## config.mk

```make
export PLATFORM = sky130hd
export DESIGN_NAME = indexed_array_insert_delete_search_unit
export DESIGN_NICKNAME = d
export VERILOG_FILES = /design/src/rtl/iads_pkg.sv /design/src/rtl/indexed_array_insert_delete_search_unit.sv /design/src/rtl/iads_ram.sv /design/src/rtl/iads_ctrl.sv /design/src/rtl/iads_dpath.sv
export VERILOG_INCLUDE_DIRS = /design/src /design/src/rtl
export SDC_FILE = /design/constraint.sdc
export NUM_CORES = 2
export LEC_CHECK = 0
export BUFFER_PORTS_ARGS = -buffer_cell sky130_fd_sc_hd__clkbuf_2
export CAP_MARGIN = 20
export CORE_ASPECT_RATIO = 1.4
export CORE_UTILIZATION = 35
export CTS_CLUSTER_DIAMETER = 200
export DETAILED_ROUTE_END_ITERATION = 10
export PLACE_DENSITY = 0.55
export SYNTH_ARGS = -nofsm -noshare
export SYNTH_HDL_FRONTEND = slang
export SYNTH_SLANG_ARGS = --single-unit
export TNS_END_PERCENT = 20
```

## constraint.sdc

```tcl
create_clock -name clk -period 12.4 [get_ports clk]
set_input_delay 3.1 -clock clk [delete_from_list [all_inputs] [get_ports clk]]
set_output_delay 3.1 -clock clk [all_outputs]
set_load 0.01 [all_outputs]
```

## src/rtl/assert_macros.svh

```systemverilog
// Assertion helpers shared by the RTL.
// Each macro checks on the rising edge of clk.
`ifndef ASSERT_MACROS_SVH
`define ASSERT_MACROS_SVH

`ifndef ASSERT_OFF

// Check that is masked while rst is high.
`define IADS_ASSERT(label, prop) \
  label: assert property (@(posedge clk) disable iff (rst) (prop)) \
    else $error("assertion failed");

// Check that also holds during reset.
`define IADS_ASSERT_RST(label, prop) \
  label: assert property (@(posedge clk) (prop)) \
    else $error("assertion failed");

`else

`define IADS_ASSERT(label, prop)
`define IADS_ASSERT_RST(label, prop)

`endif

`endif

```

## src/rtl/iads_pkg.sv

```systemverilog
`default_nettype none

package iads_pkg;

  // Field widths of the request and result items.
  localparam int KIND_W   = 2;
  localparam int POS_W    = 7;
  localparam int VALUE_W  = 32;
  localparam int STATUS_W = 3;
  localparam int ECOUNT_W = 8;

  // Packed stream widths.
  localparam int S_TDATA_W = 40;
  localparam int M_TDATA_W = 40;

  // Request kinds.
  localparam logic [KIND_W-1:0] KIND_INSERT = 2'd0;
  localparam logic [KIND_W-1:0] KIND_DELETE = 2'd1;
  localparam logic [KIND_W-1:0] KIND_SEARCH = 2'd2;

  // Result status codes.
  localparam logic [STATUS_W-1:0] ST_DONE  = 3'd0;
  localparam logic [STATUS_W-1:0] ST_FULL  = 3'd1;
  localparam logic [STATUS_W-1:0] ST_EMPTY = 3'd2;
  localparam logic [STATUS_W-1:0] ST_RANGE = 3'd3;
  localparam logic [STATUS_W-1:0] ST_MISS  = 3'd4;

  // Commands from the controller to the datapath.
  typedef struct packed {
    logic load;    // capture the incoming request
    logic check;   // check bounds and set up the scan
    logic step;    // read one word and advance the scan
    logic commit;  // final write, count update, result capture
  } iads_cmd_t;

  // Status from the datapath to the controller.
  typedef struct packed {
    logic need_scan;  // the request has words to move or compare
    logic last_step;  // the current step is the last of the scan
    logic out_free;   // the result register can take a new result
  } iads_stat_t;

endpackage

`default_nettype wire

```

## src/rtl/indexed_array_insert_delete_search_unit.sv

```systemverilog
// Packed table of signed 32-bit words with insert, delete and search.
// Requests enter on the slave stream: s_tuser carries the kind, s_tdata
// the position and the value. Each request gives exactly one result on
// the master stream: m_tuser carries the status, m_tdata the found value
// and the entry count after the request.
// Requests are served one at a time. The words live in a RAM with one
// write port and one registered read port, so the words are moved or
// compared one by one: an insert moves count - position words, a delete
// count - position - 1, and a search compares count words (none for
// refused requests). A new request is taken the cycle after the result
// is registered, even while that result waits for m_tready.
// If the previous result has not been taken when the next one is ready,
// the block holds in its final step until the result register frees.
// Reset empties the table and drops any pending result; the RAM needs
// no clearing since only slots below the count are ever read.
`default_nettype none
`include "assert_macros.svh"

module indexed_array_insert_delete_search_unit #(
  parameter int CAPACITY = 128
) (
  input  wire logic                             clk,
  input  wire logic                             rst,
  input  wire logic                             s_tvalid,
  output logic                                  s_tready,
  // s_tdata, from bit 0: position[6:0], value[38:7], zero fill.
  input  wire logic [iads_pkg::S_TDATA_W-1:0]   s_tdata,
  // s_tuser, from bit 0: kind[1:0].
  input  wire logic [iads_pkg::KIND_W-1:0]      s_tuser,
  output logic                                  m_tvalid,
  input  wire logic                             m_tready,
  // m_tdata, from bit 0: found_value[31:0], entry_count[39:32].
  output logic      [iads_pkg::M_TDATA_W-1:0]   m_tdata,
  // m_tuser, from bit 0: status[2:0].
  output logic      [iads_pkg::STATUS_W-1:0]    m_tuser
);

  import iads_pkg::*;

  iads_cmd_t            cmd;
  iads_stat_t           stat;
  logic [VALUE_W-1:0]   found_value;
  logic [ECOUNT_W-1:0]  entry_count;

  iads_ctrl u_ctrl (
    .clk      (clk),
    .rst      (rst),
    .in_valid (s_tvalid),
    .in_ready (s_tready),
    .stat     (stat),
    .cmd      (cmd)
  );

  iads_dpath #(
    .CAPACITY (CAPACITY)
  ) u_dpath (
    .clk             (clk),
    .rst             (rst),
    .cmd             (cmd),
    .stat            (stat),
    .in_kind         (s_tuser),
    .in_position     (s_tdata[POS_W-1:0]),
    .in_value        (s_tdata[POS_W+VALUE_W-1:POS_W]),
    .out_valid       (m_tvalid),
    .out_ready       (m_tready),
    .out_status      (m_tuser),
    .out_found_value (found_value),
    .out_entry_count (entry_count)
  );

  assign m_tdata = {entry_count, found_value};

  // A result is only committed when the result register can take it.
  `IADS_ASSERT(a_commit_free, cmd.commit |-> stat.out_free)
  // Every commit shows up as a valid result on the next cycle.
  `IADS_ASSERT(a_commit_valid, cmd.commit |=> m_tvalid)
  // No scan step runs while the block is taking requests.
  `IADS_ASSERT(a_idle_no_step, s_tready |-> !cmd.step && !cmd.commit)
  // Reset leaves the block idle with no pending result.
  `IADS_ASSERT_RST(a_reset_idle, rst |=> !m_tvalid && s_tready)

endmodule

`default_nettype wire

```

## src/rtl/iads_ram.sv

```systemverilog
`default_nettype none

module iads_ram #(
  parameter int WIDTH = 32,
  parameter int DEPTH = 128
) (
  input  wire logic                     clk,
  input  wire logic                     we,
  input  wire logic [$clog2(DEPTH)-1:0] waddr,
  input  wire logic [WIDTH-1:0]         wdata,
  input  wire logic [$clog2(DEPTH)-1:0] raddr,
  output logic      [WIDTH-1:0]         rdata
);

  logic [WIDTH-1:0] mem [DEPTH];

  // One write port and one registered read port.
  always_ff @(posedge clk) begin
    if (we) begin
      mem[waddr] <= wdata;
    end
    rdata <= mem[raddr];
  end

endmodule

`default_nettype wire

```

## src/rtl/iads_ctrl.sv

```systemverilog
`default_nettype none

module iads_ctrl (
  input  wire logic               clk,
  input  wire logic               rst,
  input  wire logic               in_valid,
  output logic                    in_ready,
  input  wire iads_pkg::iads_stat_t stat,
  output iads_pkg::iads_cmd_t     cmd
);

  import iads_pkg::*;

  localparam logic [2:0] S_IDLE   = 3'd0;
  localparam logic [2:0] S_CHECK  = 3'd1;
  localparam logic [2:0] S_RUN    = 3'd2;
  localparam logic [2:0] S_DRAIN  = 3'd3;
  localparam logic [2:0] S_FINISH = 3'd4;

  logic [2:0] state;
  logic [2:0] state_next;

  // Next state and command decode.
  always_comb begin
    state_next = state;
    cmd        = '0;
    in_ready   = 1'b0;
    case (state)
      S_IDLE: begin
        in_ready = 1'b1;
        if (in_valid) begin
          cmd.load   = 1'b1;
          state_next = S_CHECK;
        end
      end
      S_CHECK: begin
        cmd.check  = 1'b1;
        state_next = stat.need_scan ? S_RUN : S_FINISH;
      end
      S_RUN: begin
        cmd.step = 1'b1;
        if (stat.last_step) begin
          state_next = S_DRAIN;
        end
      end
      S_DRAIN: begin
        // The last read word is written back or compared here.
        state_next = S_FINISH;
      end
      S_FINISH: begin
        if (stat.out_free) begin
          cmd.commit = 1'b1;
          state_next = S_IDLE;
        end
      end
      default: begin
        state_next = S_IDLE;
      end
    endcase
  end

  // State register.
  always_ff @(posedge clk) begin
    if (rst) begin
      state <= S_IDLE;
    end else begin
      state <= state_next;
    end
  end

endmodule

`default_nettype wire

```

## src/rtl/iads_dpath.sv

```systemverilog
`default_nettype none

module iads_dpath #(
  parameter int CAPACITY = 128
) (
  input  wire logic                            clk,
  input  wire logic                            rst,
  input  wire iads_pkg::iads_cmd_t             cmd,
  output iads_pkg::iads_stat_t                 stat,
  input  wire logic [iads_pkg::KIND_W-1:0]     in_kind,
  input  wire logic [iads_pkg::POS_W-1:0]      in_position,
  input  wire logic [iads_pkg::VALUE_W-1:0]    in_value,
  output logic                                 out_valid,
  input  wire logic                            out_ready,
  output logic      [iads_pkg::STATUS_W-1:0]   out_status,
  output logic      [iads_pkg::VALUE_W-1:0]    out_found_value,
  output logic      [iads_pkg::ECOUNT_W-1:0]   out_entry_count
);

  import iads_pkg::*;

  localparam int ADDR_W = $clog2(CAPACITY);
  localparam int CNT_W  = $clog2(CAPACITY + 1);
  localparam int CMP_W  = ((CNT_W > POS_W) ? CNT_W : POS_W) + 1;
  localparam logic [CNT_W-1:0] FULL_COUNT = CNT_W'(CAPACITY);

  // Captured request.
  logic [KIND_W-1:0]  req_kind;
  logic [POS_W-1:0]   req_pos;
  logic [VALUE_W-1:0] req_value;

  // Table state and scan control.
  logic [CNT_W-1:0]    count;
  logic [STATUS_W-1:0] chk_status;
  logic [ADDR_W-1:0]   src;
  logic [CNT_W-1:0]    remaining;
  logic                pipe_valid;
  logic [ADDR_W-1:0]   pipe_dst;
  logic                hit;

  // Check results.
  logic [CMP_W-1:0]    pos_x;
  logic [CMP_W-1:0]    cnt_x;
  logic [STATUS_W-1:0] status_chk;
  logic [CMP_W-1:0]    moves;
  logic [CMP_W-1:0]    start_src;
  logic                scan_chk;

  // Memory port signals.
  logic                ram_we;
  logic [ADDR_W-1:0]   ram_waddr;
  logic [VALUE_W-1:0]  ram_wdata;
  logic [VALUE_W-1:0]  ram_rdata;
  logic                pipe_we;
  logic                final_we;

  // Result of the request being committed.
  logic [CNT_W-1:0]    count_next;
  logic [STATUS_W-1:0] res_status;
  logic [VALUE_W-1:0]  res_found;

  // Bounds checks and scan setup for the captured request.
  always_comb begin
    pos_x      = CMP_W'(req_pos);
    cnt_x      = CMP_W'(count);
    status_chk = ST_DONE;
    moves      = '0;
    start_src  = '0;
    scan_chk   = 1'b0;
    case (req_kind)
      KIND_INSERT: begin
        if (count == FULL_COUNT) begin
          status_chk = ST_FULL;
        end else if (pos_x > cnt_x) begin
          status_chk = ST_RANGE;
        end else begin
          moves     = cnt_x - pos_x;
          start_src = cnt_x - CMP_W'(1);
          scan_chk  = (moves != '0);
        end
      end
      KIND_DELETE: begin
        if (count == '0) begin
          status_chk = ST_EMPTY;
        end else if (pos_x >= cnt_x) begin
          status_chk = ST_RANGE;
        end else begin
          moves     = cnt_x - pos_x - CMP_W'(1);
          start_src = pos_x + CMP_W'(1);
          scan_chk  = (moves != '0);
        end
      end
      KIND_SEARCH: begin
        moves    = cnt_x;
        scan_chk = (count != '0);
      end
      default: begin
        status_chk = ST_DONE;
      end
    endcase
  end

  assign stat.need_scan = scan_chk;
  assign stat.last_step = (remaining == CNT_W'(1));
  assign stat.out_free  = !out_valid || out_ready;

  // Shifted words are written in the cycle after their read; the new word
  // of an insert goes in at commit.
  assign pipe_we   = pipe_valid && (req_kind == KIND_INSERT || req_kind == KIND_DELETE);
  assign final_we  = cmd.commit && (req_kind == KIND_INSERT) && (chk_status == ST_DONE);
  assign ram_we    = pipe_we || final_we;
  assign ram_waddr = pipe_we ? pipe_dst : pos_x[ADDR_W-1:0];
  assign ram_wdata = pipe_we ? ram_rdata : req_value;

  iads_ram #(
    .WIDTH (VALUE_W),
    .DEPTH (CAPACITY)
  ) u_ram (
    .clk   (clk),
    .we    (ram_we),
    .waddr (ram_waddr),
    .wdata (ram_wdata),
    .raddr (src),
    .rdata (ram_rdata)
  );

  // Outcome of the request at commit.
  always_comb begin
    count_next = count;
    res_status = chk_status;
    res_found  = '0;
    if (chk_status == ST_DONE) begin
      case (req_kind)
        KIND_INSERT: begin
          count_next = count + CNT_W'(1);
        end
        KIND_DELETE: begin
          count_next = count - CNT_W'(1);
        end
        KIND_SEARCH: begin
          res_status = hit ? ST_DONE : ST_MISS;
          res_found  = hit ? req_value : '0;
        end
        default: begin
          count_next = count;
        end
      endcase
    end
  end

  // Request capture and scan registers.
  always_ff @(posedge clk) begin
    if (cmd.load) begin
      req_kind  <= in_kind;
      req_pos   <= in_position;
      req_value <= in_value;
    end
    if (cmd.check) begin
      chk_status <= status_chk;
      src        <= start_src[ADDR_W-1:0];
      remaining  <= moves[CNT_W-1:0];
    end else if (cmd.step) begin
      src       <= (req_kind == KIND_INSERT) ? src - ADDR_W'(1) : src + ADDR_W'(1);
      remaining <= remaining - CNT_W'(1);
    end
    if (cmd.step) begin
      pipe_dst <= (req_kind == KIND_INSERT) ? src + ADDR_W'(1) : src - ADDR_W'(1);
    end
  end

  // Control state: count, read pipeline, match flag, result handshake.
  always_ff @(posedge clk) begin
    if (rst) begin
      count      <= '0;
      pipe_valid <= 1'b0;
      hit        <= 1'b0;
      out_valid  <= 1'b0;
    end else begin
      pipe_valid <= cmd.step;
      if (cmd.check) begin
        hit <= 1'b0;
      end else if (pipe_valid && req_kind == KIND_SEARCH && ram_rdata == req_value) begin
        hit <= 1'b1;
      end
      if (cmd.commit) begin
        count     <= count_next;
        out_valid <= 1'b1;
      end else if (out_ready) begin
        out_valid <= 1'b0;
      end
    end
  end

  // Result register.
  always_ff @(posedge clk) begin
    if (cmd.commit) begin
      out_status      <= res_status;
      out_found_value <= res_found;
      out_entry_count <= ECOUNT_W'(count_next);
    end
  end

endmodule

`default_nettype wire

```

==> results by group <==
Logic synthesis
  – Fraction of the yosys area taken by sequential cells: between 70 and 80%
  – Post-Synthesis Cell Area: around 160,000 µm²
  – Number of enable flip-flop cells after synthesis: about 4,200
  – Ys async rst share: 0%
  – Synthesis-stage register bit count: 4,250
  – Cell count after synthesis: roughly 6,900
  – Prevailing post-synth register cell: edfxtp_1
  – Post-Syn Area per Cell: approximately 24 µm²
  – Count of warnings emitted by yosys: 0
  – Synthesized Nets: 6,972
  – Unique cell type count in the Yosys netlist: 67

Place
  – Detailed placer's ending HPWL: around 250,000 µm
  – Port Buf Inserts: between 80 and 90
  – Total cell area at the placement stage: 174,000 µm²
  – Final Wtd Congestion: 0.850
  – Placed Cells incl. Taps: about 13,000

Worst setup path
  – Endpoint type of the worst setup path: register
  – Arrival time of the worst setup path: approximately 6.8 ns
  – Beginning of the worst register-to-register path: u_dpath.src[0]$_DFFE_PP_
  – Data required time of the worst path: about 13 ns
  – Slowest-stage cell, CP: nand3_2
  – Startpoint type of the worst setup path: primary input
  – WS Path Type: primary input to register
  – Dominant cell type by count on the critical path: buf_4
  – CP Max Fanout: 49
  – Worst path bufs/invs: 6
  – R2R setup slack: 6.80 ns
  – Maximum cell stage delay along the critical path: roughly 0.52 ns
  – Ordered cell list for the critical path: clkbuf_2 > nand2b_1 > nand3_1 > clkinv_1 > buf_4 > nand2_1 > o21ai_1 > buf_6 > nand3_2 > buf_4 > nor2_4 > buf_4
  – Destination of the worst register-to-register timing path: u_dpath.u_ram.rdata[15]$_DFF_P_
  – Worst Reg2Reg Path Length in Cells: 8
  – Family of cells with the greatest summed delay on the critical path: buffers and inverters

Timing
  – Slew HR: about 20%
  – Fin crit period: between 6 and 7 ns
  – Transition time of the tightest slew-check pin: roughly 1.2 ns
  – Final Cycle Share: 50.3%
  – Fmax: 160 MHz
  – RSZ-0062 raised after global routing: false
  – Total negative setup slack: 0 ns
  – Final number of setup-violating endpoints: 0
  – Maximum clock skew at final layout: ~0.066 ns
  – Number of max-slew violations in the final report: 0
  – Count of final hold-check violations: 0

Routing
  – Post-Route WL: around 430,000 µm
  – Per-cell via count in the routed design: between 5 and 6
  – Remaining routing DRC violations: 0
  – Per-cell routed wire length: ~31 µm
  – Number of vias in the routed layout: between 70,000 and 80,000
  – Starting DRT DRC Count: 7,500
  – Number of nets still failing antenna checks after routing: 0
  – First-pass detailed-route iteration total: 6

Global routing
  – Number of antenna violations at the first check in global routing: 22
  – Total congestion overflow after global routing: 0
  – Maximum number of pins on one net before global-route repair: 125
  – Aggregate global-route resource usage: between 10% and 20%
  – Global-route wire length before repair: ~600,000 µm
  – Vias in the first global route: 78,037

Outcome
  – Status: complete, no violations

Power and ir drop
  – Static Leakage: 0.0568 µW
  – Power share of the sequential group: between 50% and 60%
  – Internal power of the cells: between 20,000 and 25,000 µW
  – Switching share of power: between 20% and 30%
  – Sw power: around 7400 µW
  – Max VDD drop: 0.000137 V
  – Power Density: between 150 and 200 nW/µm²
  – Part of the power in the clock network: a little under two fifths
  – Combinational Power Share: 10.6%

Die
  – Initial core utilization: about a third
  – Horizontal die dimension: ~580 µm
  – Area of the core region: between 400,000 and 500,000 µm²
  – Die Outline Area: around 470,000 µm²
  – Chip height: just over 800 µm
  – Top Ports: between 90 and 100
  – Number of standard-cell rows in the floorplan: around 300

CTS
  – Skew-Pair Late Insertion Delay: between 0.9 and 1 ns
  – Number of buffers inserted during clock tree synthesis: approximately 390
  – CTS hold repair buffers: 0
  – Number of H-tree levels: 5
  – Setup Buffers After CTS: 0
  – Root buffer cell: clkbuf_16
  – CTS Sinks: ~4,300
  – Maximum count of clock buffers along a single path: 4
  – Clock Pin Slew Worst Setup and Hold Paths: 0.07 ns
  – Clock tree from TritonCTS: yes
  – Post-CTS sizing: 0

Min path
  – Hold wc startpoint: u_dpath.hit$_SDFFE_PP0P_
  – Number of cells traversed by the worst hold path: 1
  – Capture endpoint of the worst hold path: u_dpath.out_status[2]$_SDFFCE_PN0P_
  – Worst hold-check path type: register to register

Finish
  – Fraction of final layout cells sized beyond drive strength 1: between 30% and 40%
  – Growth of design area from synthesis to finish: 13.6%
  – Post-route cell area: 186,000 µm²
  – Post-layout instance count excluding filler cells: 13,734
  – Final core utilization: between 40% and 50%
  – Nets@finish: approximately 7,400

Run
  – Number of maximum-capacitance constraint violations: 0
[per-stage QoR]
stage	hold slack [ns]	total power (µW)	worst slack, ns
global route	0.577	32200	6.07
CTS	0.557	31600	6.28
floorplan	0.488	18400	4.68
finish	0.562	31300	6.17
global placement	0.545	19800	4.46
detailed placement	0.543	19800	5.33
[state kept, by name, summed over array words and instances (netlist names), 3 cells and up]
register	count
u_dpath.u_ram.mem	4096
u_dpath.out_entry_count	8
u_dpath.u_ram.rdata	32
u_dpath.count	8
u_dpath.req_value	32
u_dpath.out_found_value	32
u_dpath.src	7
u_ctrl.state	3
u_dpath.pipe_dst	7
u_dpath.req_pos	7
u_dpath.remaining	8
u_dpath.out_status	3
[Yosys cell counts, types with 4 or more instances]
master / count / area share, %
mux2_2: 26 / 0.18
xor2_1: 35 / 0.19
a211oi_1: 15 / 0.069
edfxtp_1: 4204 / 77
a221oi_1: 6 / 0.032
nand4_1: 7 / 0.027
a311oi_1: 6 / 0.032
o21ai_0: 20 / 0.061
nor2b_1: 18 / 0.069
nor4_1: 11 / 0.042
o31ai_1: 7 / 0.032
a21o_1: 11 / 0.050
nor3_1: 16 / 0.049
a31oi_1: 7 / 0.027
nor2_1: 175 / 0.40
mux4_2: 1246 / 17
ha_1: 22 / 0.17
nand3_1: 20 / 0.061
o221ai_1: 19 / 0.10
nand3b_1: 9 / 0.041
a32oi_1: 13 / 0.070
a22o_1: 5 / 0.027
nand2_1: 172 / 0.39
and2_1: 40 / 0.15
dfxtp_1: 46 / 0.56
inv_1: 24 / 0.055
xnor2_1: 43 / 0.23
o22ai_1: 28 / 0.11
or2_2: 5 / 0.019
a32o_1: 5 / 0.031
nor3b_1: 4 / 0.018
buf_1: 40 / 0.092
buf_2: 118 / 0.36
a211o_1: 4 / 0.021
a22oi_1: 21 / 0.096
a2111oi_0: 4 / 0.021
nand2b_1: 29 / 0.11
a21oi_1: 50 / 0.15
clkbuf_1: 165 / 0.38
buf_6: 6 / 0.041
buf_4: 37 / 0.17
mux2i_1: 123 / 0.75
[power by group through the flow]
| stage | clock [µW] | combinational, µW | sequential [µW] |
|---|---|---|---|
| 5_1_grt | 12600 | 3480 | 16100 |
| 3_5_place_dp | 0 | 3370 | 16500 |
| 6_report | 11900 | 3330 | 16200 |
| 4_1_cts | 12100 | 3380 | 16100 |
| 2_1_floorplan | 0 | 1970 | 16500 |
| 3_3_place_gp | 0 | 3310 | 16500 |
[routing by layer]
| metal | up-vias | global-route usage (%) | part of all wire (%) |
|---|---|---|---|
| li1 | 30331 | - | - |
| met1 | 40731 | 21.6 | 37 |
| met2 | 2475 | 32.4 | 52 |
| met3 | 629 | 2.94 | 6.1 |
| met4 | 0 | 7.55 | 4.5 |
| met5 | - | 0 | 0 |
[worst max path at each step]
| stage | start | end | cells past startpoint |
|---|---|---|---|
| 2_1_floorplan | m_tready | u_dpath.u_ram.mem[90][0]$_DFFE_PP_ | 7 |
| 4_1_cts | m_tready | u_dpath.u_ram.mem[123][26]$_DFFE_PP_ | 12 |
| 6_report | m_tready | u_dpath.u_ram.mem[123][26]$_DFFE_PP_ | 12 |
| 3_5_place_dp | m_tready | u_dpath.u_ram.mem[123][16]$_DFFE_PP_ | 12 |
| 5_1_grt | m_tready | u_dpath.u_ram.mem[123][31]$_DFFE_PP_ | 12 |
| 3_3_place_gp | m_tready | u_dpath.u_ram.mem[122][5]$_DFFE_PP_ | 11 |
[placed cells by master (no fill, tap or decap), drive strengths merged, types with 16 or more instances in the layout]
cell type / instances
a21oi: 50
a22oi: 21
and2: 40
buf: 276
bufinv: 38
clkbuf: 559
clkinv: 155
clkinvlp: 16
dfxtp: 46
diode: 33
edfxtp: 4204
ha: 22
inv: 38
mux2: 26
mux2i: 123
mux4: 1246
nand2: 172
nand2b: 29
nand3: 20
nor2: 175
nor2b: 18
nor3: 16
o21ai: 20
o221ai: 19
o22ai: 28
xnor2: 43
xor2: 35
[final cells by class]
class	instances	area (µm²)
Antenna cell	33	82.6
Clock buffer	470	10100
Clock inverter	221	2190
Fill cell	40393	279000
Inverter	26	105
Multi-Input combinational cell	2260	36000
Sequential cell	4250	127000
Tap cell	6109	7640
Timing Repair Buffer	365	2720
[worst reg2reg max path: cells and delay by family, from the launching register on]
kind	cells	cell delay (ns)
buf+inv	3	2.08
mux	2	1.24
compound gates	2	0.92
flops	1	0.87
simple gates	1	0.34
[logic make-up after synthesis]
logic type               Yosys count  synth area share [%]
AO/OA/AOI/OAI                    246                  1.07
XOR/XNOR                          78                 0.417
adder cells (fa/ha/maj)           24                 0.193
buffers and inverters            392                  1.10
flip-flops                      4250                  77.7
multiplexers                    1395                  18.1
AND/OR/NAND/NOR                  517                  1.44
Power figures use the tool's default switching activity.
